==> config.mk <==
export PLATFORM = sky130hd
export DESIGN_NAME = histogram_quantile_interpolator_top
export DESIGN_NICKNAME = d
export VERILOG_FILES = /design/src/rtl/hqi_pkg.sv /design/src/rtl/histogram_quantile_interpolator_top.sv
export SDC_FILE = /design/constraint.sdc
export NUM_CORES = 2
export LEC_CHECK = 0
export BUFFER_PORTS_ARGS = -buffer_cell sky130_fd_sc_hd__buf_2
export CORE_ASPECT_RATIO = 0.75
export CORE_MARGIN = 10
export CORE_UTILIZATION = 55
export CTS_BUF_LIST = sky130_fd_sc_hd__clkbuf_2 sky130_fd_sc_hd__clkbuf_4 sky130_fd_sc_hd__clkbuf_8
export DETAILED_ROUTE_END_ITERATION = 6
export MAX_ROUTING_LAYER = met4
export PLACE_DENSITY = 0.73
export SLEW_MARGIN = 20
export SYNTH_ARGS = -nofsm -noshare
export SYNTH_HDL_FRONTEND = slang
export SYNTH_SLANG_ARGS = --single-unit
==> constraint.sdc <==
create_clock -name i_clk -period 8.77 [get_ports i_clk]
set_clock_uncertainty 0.15 [all_clocks]
set_input_delay 1.3155 -clock i_clk [delete_from_list [all_inputs] [get_ports i_clk]]
set_output_delay 1.3155 -clock i_clk [all_outputs]
set_load 0.05 [all_outputs]
==> src/rtl/hqi_pkg.sv <==
`timescale 1ns / 1ps
// ---------------------------------------------------------------------------
// hqi_pkg
// Constants, codes and types of the histogram quantile interpolator.
// ---------------------------------------------------------------------------
package hqi_pkg;
    localparam int MaxBuckets = 16;
    localparam int IdxW       = $clog2(MaxBuckets);
    localparam int FillW      = $clog2(MaxBuckets + 1);

    localparam logic [2:0] CfgQCount = 3'd0;
    localparam logic [2:0] CfgQA     = 3'd1;
    localparam logic [2:0] CfgQD     = 3'd4;

    localparam logic [1:0] StOk      = 2'd0;
    localparam logic [1:0] StBadQ    = 2'd1;
    localparam logic [1:0] StNoData  = 2'd2;
    localparam logic [1:0] StTooMany = 2'd3;

    typedef enum logic [3:0] {
        S_LOAD, S_CHECK, S_SCAN, S_BND_RD, S_QT, S_TEST, S_WALK,
        S_DIV, S_FIX, S_EMIT, S_DONE
    } t_state;
endpackage

==> src/rtl/histogram_quantile_interpolator_top.sv <==
`timescale 1ns / 1ps
// ---------------------------------------------------------------------------
// histogram_quantile_interpolator_top
// Bucket store with cumulative walk and linear interpolation per quantile.
// ---------------------------------------------------------------------------
// Buckets are taken one per cycle while loading into three synchronous
// memories (count, bound, open flag; 16 entries, registered read). The item
// marked tlast starts the walk: a scan for the first open bucket (one cycle a
// bucket), a read of the last finite bound, then per quantile a step to form
// the target, a test and a walk step for each bucket walked, and for an
// interpolated value a 32-step shift-and-add divider (one bit of the bound
// difference a cycle) and a final step to apply the sign. Each result waits
// while the result side stalls. No item is taken until the final result has
// left the output register.
module histogram_quantile_interpolator_top (
    input  logic        i_clk,
    input  logic        i_rst_n,
    input  logic        s_axis_tvalid,
    output logic        s_axis_tready,
    input  logic [63:0] s_axis_tdata,   // bucket_count[31:0], upper_bound[63:32]
    input  logic        s_axis_tuser,   // is_open
    input  logic        s_axis_tlast,   // last_bucket
    output logic        m_axis_tvalid,
    input  logic        m_axis_tready,
    output logic [39:0] m_axis_tdata,   // quantile_index[1:0], estimate[33:2], status[35:34]
    output logic        m_axis_tlast,   // last_result
    input  logic        i_cfg_we,
    input  logic [2:0]  i_cfg_index,
    input  logic [16:0] i_cfg_data
);
    import hqi_pkg::*;

    logic [31:0] r_cnt_mem [MaxBuckets];
    logic [31:0] r_bnd_mem [MaxBuckets];
    logic        r_opn_mem [MaxBuckets];
    logic [31:0] r_cnt_rd, r_bnd_rd;
    logic        r_opn_rd;

    logic [2:0]  r_qcnt;
    logic [16:0] r_q [4];

    t_state           r_state, n_state;
    logic [FillW-1:0] r_fill;
    logic [35:0]      r_total;
    logic             r_ovf, r_last_open;
    logic [FillW-1:0] r_nfin;
    logic [IdxW-1:0]  r_addr, n_addr;
    logic [FillW-1:0] r_i;
    logic [2:0]       r_nq;
    logic [1:0]       r_status;
    logic [2:0]       r_next;
    logic [35:0]      r_cum, r_before;
    logic [31:0]      r_c, r_upper, r_lower, r_last_fin;
    logic [52:0]      r_qt;
    logic             r_neg;
    logic [31:0]      r_diff;
    logic [47:0]      r_num, r_den, r_rem;
    logic [31:0]      r_quo;
    logic [4:0]       r_step;
    logic [31:0]      r_est;
    logic             r_ovalid;
    logic [1:0]       r_oidx, r_ost;
    logic [31:0]      r_oest;
    logic             r_olast;

    logic             w_acc, w_wr, w_op, w_bad, w_out_free, w_emit;
    logic             w_reached, w_scan_end, w_ge1, w_ge2;
    logic [2:0]       w_nq;
    logic [FillW-1:0] w_nfin;
    logic [52:0]      w_qt, w_num;
    logic [49:0]      w_sum, w_rem_next;
    logic [1:0]       w_digit;

    assign w_out_free    = !r_ovalid || m_axis_tready;
    assign w_emit        = (r_state == S_EMIT) && w_out_free;
    assign s_axis_tready = (r_state == S_LOAD);
    assign w_acc         = s_axis_tvalid && s_axis_tready;
    assign w_wr          = w_acc && (r_fill < FillW'(MaxBuckets));
    assign w_op          = s_axis_tuser || ((r_fill != '0) && r_last_open);
    assign w_qt          = 53'(r_q[r_next[1:0]]) * 53'(r_total);
    assign w_reached     = ({1'b0, r_cum, 16'd0} >= r_qt);
    assign w_nfin        = r_opn_rd ? r_nfin : r_nfin + 1'b1;
    assign w_scan_end    = r_opn_rd || (w_nfin == r_fill);
    assign w_num         = r_qt - {1'b0, r_before, 16'd0};

    // Divider step: remainder stays below den, so one digit of 0, 1 or 2
    assign w_sum      = {1'b0, r_rem, 1'b0} + {2'b0, (r_diff[31] ? r_num : 48'd0)};
    assign w_ge2      = w_sum >= {1'b0, r_den, 1'b0};
    assign w_ge1      = w_sum >= {2'b0, r_den};
    assign w_digit    = w_ge2 ? 2'd2 : (w_ge1 ? 2'd1 : 2'd0);
    assign w_rem_next = w_ge2 ? w_sum - {1'b0, r_den, 1'b0}
                              : (w_ge1 ? w_sum - {2'b0, r_den} : w_sum);

    always_comb begin
        w_nq  = (r_qcnt > 3'd4) ? 3'd4 : r_qcnt;
        w_bad = 1'b0;
        for (int k = 0; k < 4; k++) begin
            if (3'(k) < w_nq && (r_q[k] == 17'd0 || r_q[k] > 17'd65536)) w_bad = 1'b1;
        end
        for (int k = 1; k < 4; k++) begin
            if (3'(k) < w_nq && r_q[k] < r_q[k-1]) w_bad = 1'b1;
        end
        // An empty list still answers once, as invalid
        if (r_qcnt == 3'd0) begin
            w_nq  = 3'd1;
            w_bad = 1'b1;
        end
    end

    // Memories: one write and one read a cycle
    always_ff @(posedge i_clk) begin
        if (w_wr) begin
            r_cnt_mem[r_fill[IdxW-1:0]] <= s_axis_tdata[31:0];
            r_bnd_mem[r_fill[IdxW-1:0]] <= s_axis_tdata[63:32];
            r_opn_mem[r_fill[IdxW-1:0]] <= w_op;
        end
        r_cnt_rd <= r_cnt_mem[n_addr];
        r_bnd_rd <= r_bnd_mem[n_addr];
        r_opn_rd <= r_opn_mem[n_addr];
    end

    always_ff @(posedge i_clk) begin
        if (!i_rst_n) begin
            r_qcnt <= 3'd3;
            r_q[0] <= 17'd32768;
            r_q[1] <= 17'd58982;
            r_q[2] <= 17'd64880;
            r_q[3] <= 17'd65536;
        end else if (i_cfg_we) begin
            if (i_cfg_index == CfgQCount) r_qcnt <= i_cfg_data[2:0];
            else if (i_cfg_index inside {[CfgQA:CfgQD]})
                r_q[2'(i_cfg_index - CfgQA)] <= i_cfg_data;
        end
    end

    always_comb begin
        n_state = r_state;
        n_addr  = r_addr;
        case (r_state)
            S_LOAD:   if (w_acc && s_axis_tlast) n_state = S_CHECK;
            S_CHECK:  begin
                n_addr = '0;
                if (w_bad || r_ovf || r_total == '0) n_state = S_EMIT;
                else n_state = S_SCAN;
            end
            S_SCAN:   begin
                if (w_scan_end) begin
                    n_state = S_BND_RD;
                    n_addr  = w_nfin[IdxW-1:0] - 1'b1;
                end else begin
                    n_addr  = r_addr + 1'b1;
                end
            end
            S_BND_RD: n_state = (r_nfin == '0) ? S_EMIT : S_QT;
            S_QT:     n_state = S_TEST;
            S_TEST:   begin
                if (!w_reached) begin
                    if (r_i == r_fill) n_state = S_EMIT;
                    else begin
                        n_state = S_WALK;
                        n_addr  = r_i[IdxW-1:0];
                    end
                end else if (r_i > r_nfin || r_c == '0) n_state = S_EMIT;
                else n_state = S_DIV;
            end
            S_WALK:   n_state = S_TEST;
            S_DIV:    if (r_step == 5'd31) n_state = S_FIX;
            S_FIX:    n_state = S_EMIT;
            S_EMIT:   if (w_out_free) begin
                if (r_next + 1'b1 == r_nq) n_state = S_DONE;
                else if (r_status == StOk) n_state = S_QT;
            end
            // Hold off new buckets until the final result has left
            S_DONE:   if (w_out_free) n_state = S_LOAD;
            default:  n_state = S_LOAD;
        endcase
    end

    always_ff @(posedge i_clk) begin
        if (!i_rst_n) begin
            r_state <= S_LOAD;
            r_fill  <= '0;
            r_total <= '0;
            r_ovf   <= 1'b0;
            r_addr  <= '0;
        end else begin
            r_state <= n_state;
            r_addr  <= n_addr;
            case (r_state)
                S_LOAD: if (w_acc) begin
                    if (w_wr) begin
                        r_fill      <= r_fill + 1'b1;
                        r_total     <= r_total + 36'(s_axis_tdata[31:0]);
                        r_last_open <= w_op;
                    end else r_ovf <= 1'b1;
                end
                S_CHECK: begin
                    r_nq    <= w_nq;
                    r_next  <= '0;
                    r_nfin  <= '0;
                    r_cum   <= '0;
                    r_i     <= '0;
                    r_upper <= '0;
                    if (w_bad) r_status <= StBadQ;
                    else if (r_ovf) r_status <= StTooMany;
                    else if (r_total == '0) r_status <= StNoData;
                    else r_status <= StOk;
                end
                S_SCAN: r_nfin <= w_nfin;
                S_BND_RD: begin
                    r_last_fin <= r_bnd_rd;
                    if (r_nfin == '0) r_status <= StNoData;
                end
                S_QT: r_qt <= w_qt;
                S_WALK: begin
                    // Take the next bucket into the running sum
                    r_c      <= r_cnt_rd;
                    r_lower  <= r_upper;
                    r_upper  <= r_bnd_rd;
                    r_before <= r_cum;
                    r_cum    <= r_cum + 36'(r_cnt_rd);
                    r_i      <= r_i + 1'b1;
                end
                S_TEST: begin
                    r_est  <= r_last_fin;
                    r_num  <= w_num[47:0];
                    r_den  <= {r_c, 16'd0};
                    r_neg  <= r_upper < r_lower;
                    r_diff <= (r_upper < r_lower) ? r_lower - r_upper : r_upper - r_lower;
                    r_rem  <= '0;
                    r_quo  <= '0;
                    r_step <= '0;
                end
                S_DIV: begin
                    r_diff <= {r_diff[30:0], 1'b0};
                    r_rem  <= w_rem_next[47:0];
                    r_quo  <= {r_quo[30:0], 1'b0} + {30'd0, w_digit};
                    r_step <= r_step + 1'b1;
                end
                S_FIX: begin
                    if (r_neg)
                        r_est <= r_lower - r_quo - {31'd0, (r_rem != '0)};
                    else
                        r_est <= r_lower + r_quo;
                end
                S_EMIT: if (w_out_free) r_next <= r_next + 1'b1;
                S_DONE: begin
                    r_fill  <= '0;
                    r_total <= '0;
                    r_ovf   <= 1'b0;
                end
                default: ;
            endcase
        end
    end

    always_ff @(posedge i_clk) begin
        if (!i_rst_n) begin
            r_ovalid <= 1'b0;
        end else if (w_emit) begin
            r_ovalid <= 1'b1;
            r_oidx   <= r_next[1:0];
            r_oest   <= (r_status == StOk) ? r_est : 32'd0;
            r_ost    <= r_status;
            r_olast  <= (r_next + 1'b1 == r_nq);
        end else if (m_axis_tready) begin
            r_ovalid <= 1'b0;
        end
    end

    assign m_axis_tvalid = r_ovalid;
    assign m_axis_tdata  = {4'd0, r_ost, r_oest, r_oidx};
    assign m_axis_tlast  = r_olast;
endmodule

==> reports/results.ini <==
[status]
status = finished clean

[power_and_ir_drop]
p_comb_share_pct = 48.4
switching_share_pct = 42.16
leakagePower_uw = 0.04682
p_clk_share_pct = 20.2
p_int_uw = 20710
share_seq_of_total_power_pct = 31.4
power.ir.vdd_worst_mv = 0.6951
p_switching_uw = 15100
pd_cells_mw_per_mm2 = 308.6

[clocking]
numCtsBuffers = 292
tritoncts = done
clock-root-buffer = clkbuf_8
max-clock-path-buffers = 4
cts_hold_buffers = 0
htreeDepth = 5
worst_setup_hold_path_clk_slew_ns = 0.07
cts_sinks = 1764
worst_skew_pair_later_pin_latency_ns = 1.04

[synthesis]
edff_count_synth = 1643
synthFlopType = edfxtp_1
count_of_yosys_warnings_during_synthesis = 0
synthesis.instances = 9075
mappedNetlistArea_sq_mm = 0.1065
synth-simple-area-share_pct = 10.20
post_synthesis_compound_gate_area_fraction_pct = 9.391
synth_top_family_by_area = adder cells
synth_xor_area_share_pct = 3.023
post_synth.cell_area_avg_sq_um = 11.74
yosys-mux-area-fraction_pct = 7.030
synth_seq_area_share_pct = 48.58
post_synth_fa_ha_maj_area_fraction_pct = 16.72
synth-seq-cells = 1764
synth-async-reset-ratio_pct = 0
post_synth_num_cell_types = 102

[grt]
initial_antenna_violation_count = 38
grt_first_pass_wirelength_microns = 432100
globalRoute.totalOverflow = 0
first_global_vias = 70050
groute.usage.overall_pct = 26.98
grt_start_max_net_pins = 159

[critical_path]
critPathMaxFanout = 18
worstSetupEndpointType = register
critPathRequiredTime_ns = 9.28
startpoint_type = register
timing.setup.critical_path_class = register to register
data_arrival_at_the_endpoint_of_the_critical_path_ns = 9.02

[run]
cap_viol_max_count = 0

[layout]
mostFrequentLayoutCells = edfxtp_1 (1643), inv_1 (972), nand2_1 (803)
syn2layout_area_growth_pct = 8.924
layout.core_utilization_pct = 60.44
num-nets-final = 10480
final_layout_size_suffix_gt1_share_pct = 9.628
fillers = 15240
most_common_cell_after_layout_fill_and_taps_aside = edfxtp_1

[detailed_routing]
viasPerCell = 6.008
wirelength_microns = 292100
drt_iter0_drc = 7961
dr.pass1.iters = 6
avgRoutedWirePerCell_microns = 24.24
count_of_unresolved_drc_violations_after_routing = 0
vias = 72380
ant_nets = 0

[timing]
max_freq_ghz = 0.1175
tightestPinTransition_ns = 1.245
finalCriticalPeriod_ns = 8.512
max_slew_margin_pct = 17.02
timing_max_transition_violations_final = 0
finalSetupTns_ns = 0
final_min_period_over_clock_period_pct = 97.06
grt_setup_unrepaired = false
setup_viol = 0
holdWs_ns = 0.2725
finalHoldViolations = 0

[floorplanning]
die_footprint_sq_mm = 0.2119
floorplan.initialDensity_pct = 55.49
placementRows = 139
die_width_microns = 528.2
core-area_sq_mm = 0.1920
top_level_ports = 134
die_height_microns = 401.2

[place]
hpwl_microns = 198300
io_buffer_count = 129
gp_congestion = 0.9665

[worst_hold_path]
hold_crit_path_type = register to register
hold_path.startpoint = r_bnd_rd[26]

## cell usage after synthesis (all sizes together) (21+ instances only)
library cell     n  area, sq um
edfxtp        1643        49340
inv            975         3660
nand2          803         3014
ha             592         7407
mux2i          557         5575
fa             520        10410
and2           434         2715
a21oi          419         2097
nor2           376         1411
o21ai          265         1326
clkbuf         242        908.4
xnor2          221         1943
a21o           216         1622
o211ai         161         1214
nand3          154        770.7
xor2           145         1277
buf            144        809.5
mux2           136         1531
dfxtp          121         2422
nor3            77        385.4
a22oi           70        525.5
nor4            66        412.9
nand4           61        381.6
nor2b           60        375.4
o21bai          57        427.9
or3             53        331.6
nand2b          52        325.3
a211oi          42        325.3
o21a            40        300.3
a31oi           33        227.7
and3            29        181.4
o22ai           25        156.4
o31ai           21        162.6
## what timing repair did
item | in CTS | in global routing
endpoints found under the setup margin | 0 | 6
resized for setup | 0 | 8
buffers inserted | 0 | 6
## power by group through the flow
stage | sequential [uW] | combinational, uW | clock, uW
floorplan | 10700 | 11500 | 0
global placement | 11300 | 16400 | 0
detailed placement | 11300 | 16700 | 0
CTS | 11200 | 16800 | 7330
global route | 11300 | 19000 | 7710
finish | 11200 | 17300 | 7230
## sequential cells by signal, summed over array words and instances, names as in the netlist, 36 cells and up, named ones only
register / count
r_q: 68
r_cnt_mem: 512
r_bnd_mem: 512
r_total: 36
r_num: 48
r_cum: 36
r_qt: 53
r_rem: 48
## cell families (layout without fill, tap and decap cells)
| logic type | count (synthesis) | in the layout |
|---|---|---|
| fa+ha+maj | 1112 | 1112 |
| buf+inv | 1362 | 1761 |
| simple gates | 2235 | 2235 |
| compound gates | 1525 | 1525 |
| flops | 1764 | 1764 |
| xor+xnor | 366 | 366 |
| other cells | 1 | 31 |
| mux | 710 | 716 |
## path summary, 6_finish.rpt
kind / cells past startpoint / end / slack (ns)
min reg2reg: 0 / r_last_fin[26] / 0.27
min: 0 / r_last_fin[26] / 0.27
max reg2reg: 22 / r_qt[51] / 0.26
max: 22 / r_qt[51] / 0.26
## critical path, cell delays in order, from the launching register on
cell and delay (ns):
dfxtp_4 0.58, mux4_1 1.16, and2_1 0.42, fa_1 0.48
inv_1 0.05, fa_1 0.48, fa_1 0.52, inv_1 0.06
fa_1 0.50, fa_1 0.51, inv_1 0.05, fa_1 0.62
inv_1 0.10, ha_1 0.44, a211o_1 0.21, a21oi_1 0.04
or3_1 0.41, nor3_1 0.40, o31a_1 0.22, o21bai_1 0.08
o31a_1 0.31, o21ai_0 0.21, xor2_1 0.10
## through the flow
stage               instances  instance area (sq um)  setup WS [ns]  power (uW)
finish                  12050                 116100         0.2577       35810
global route            12040                 116000        0.02262       37980
global placement        11500                 110000         0.5489       27750
CTS                     12010                 115700         0.2998       35320
detailed placement      11500                 110000         0.4146       28080
floorplan                9078                 106600         0.8108       22240
## layer usage
layer	track usage, %	wire, microns	vias to the layer above
li1	-	-	32500
met1	39.47	129000	35860
met2	37.96	122300	3477
met3	6.009	32730	551
met4	7.247	8050	0
met5	-	0	-
## area by class of cell
type                    instances  area, sq um  area share, %
repair buffers                281         1901          1.638
well taps                    2538         3176          2.736
flip-flops and latches       1764        51770          44.61
diodes                         27        67.56        0.05822
multi-input cells            5958        49760          42.88
clock buffers                 423         5171          4.456
inverters                     976         3664          3.157
clock inverters                81        548.0         0.4722
Power figures use the tool's default switching activity.
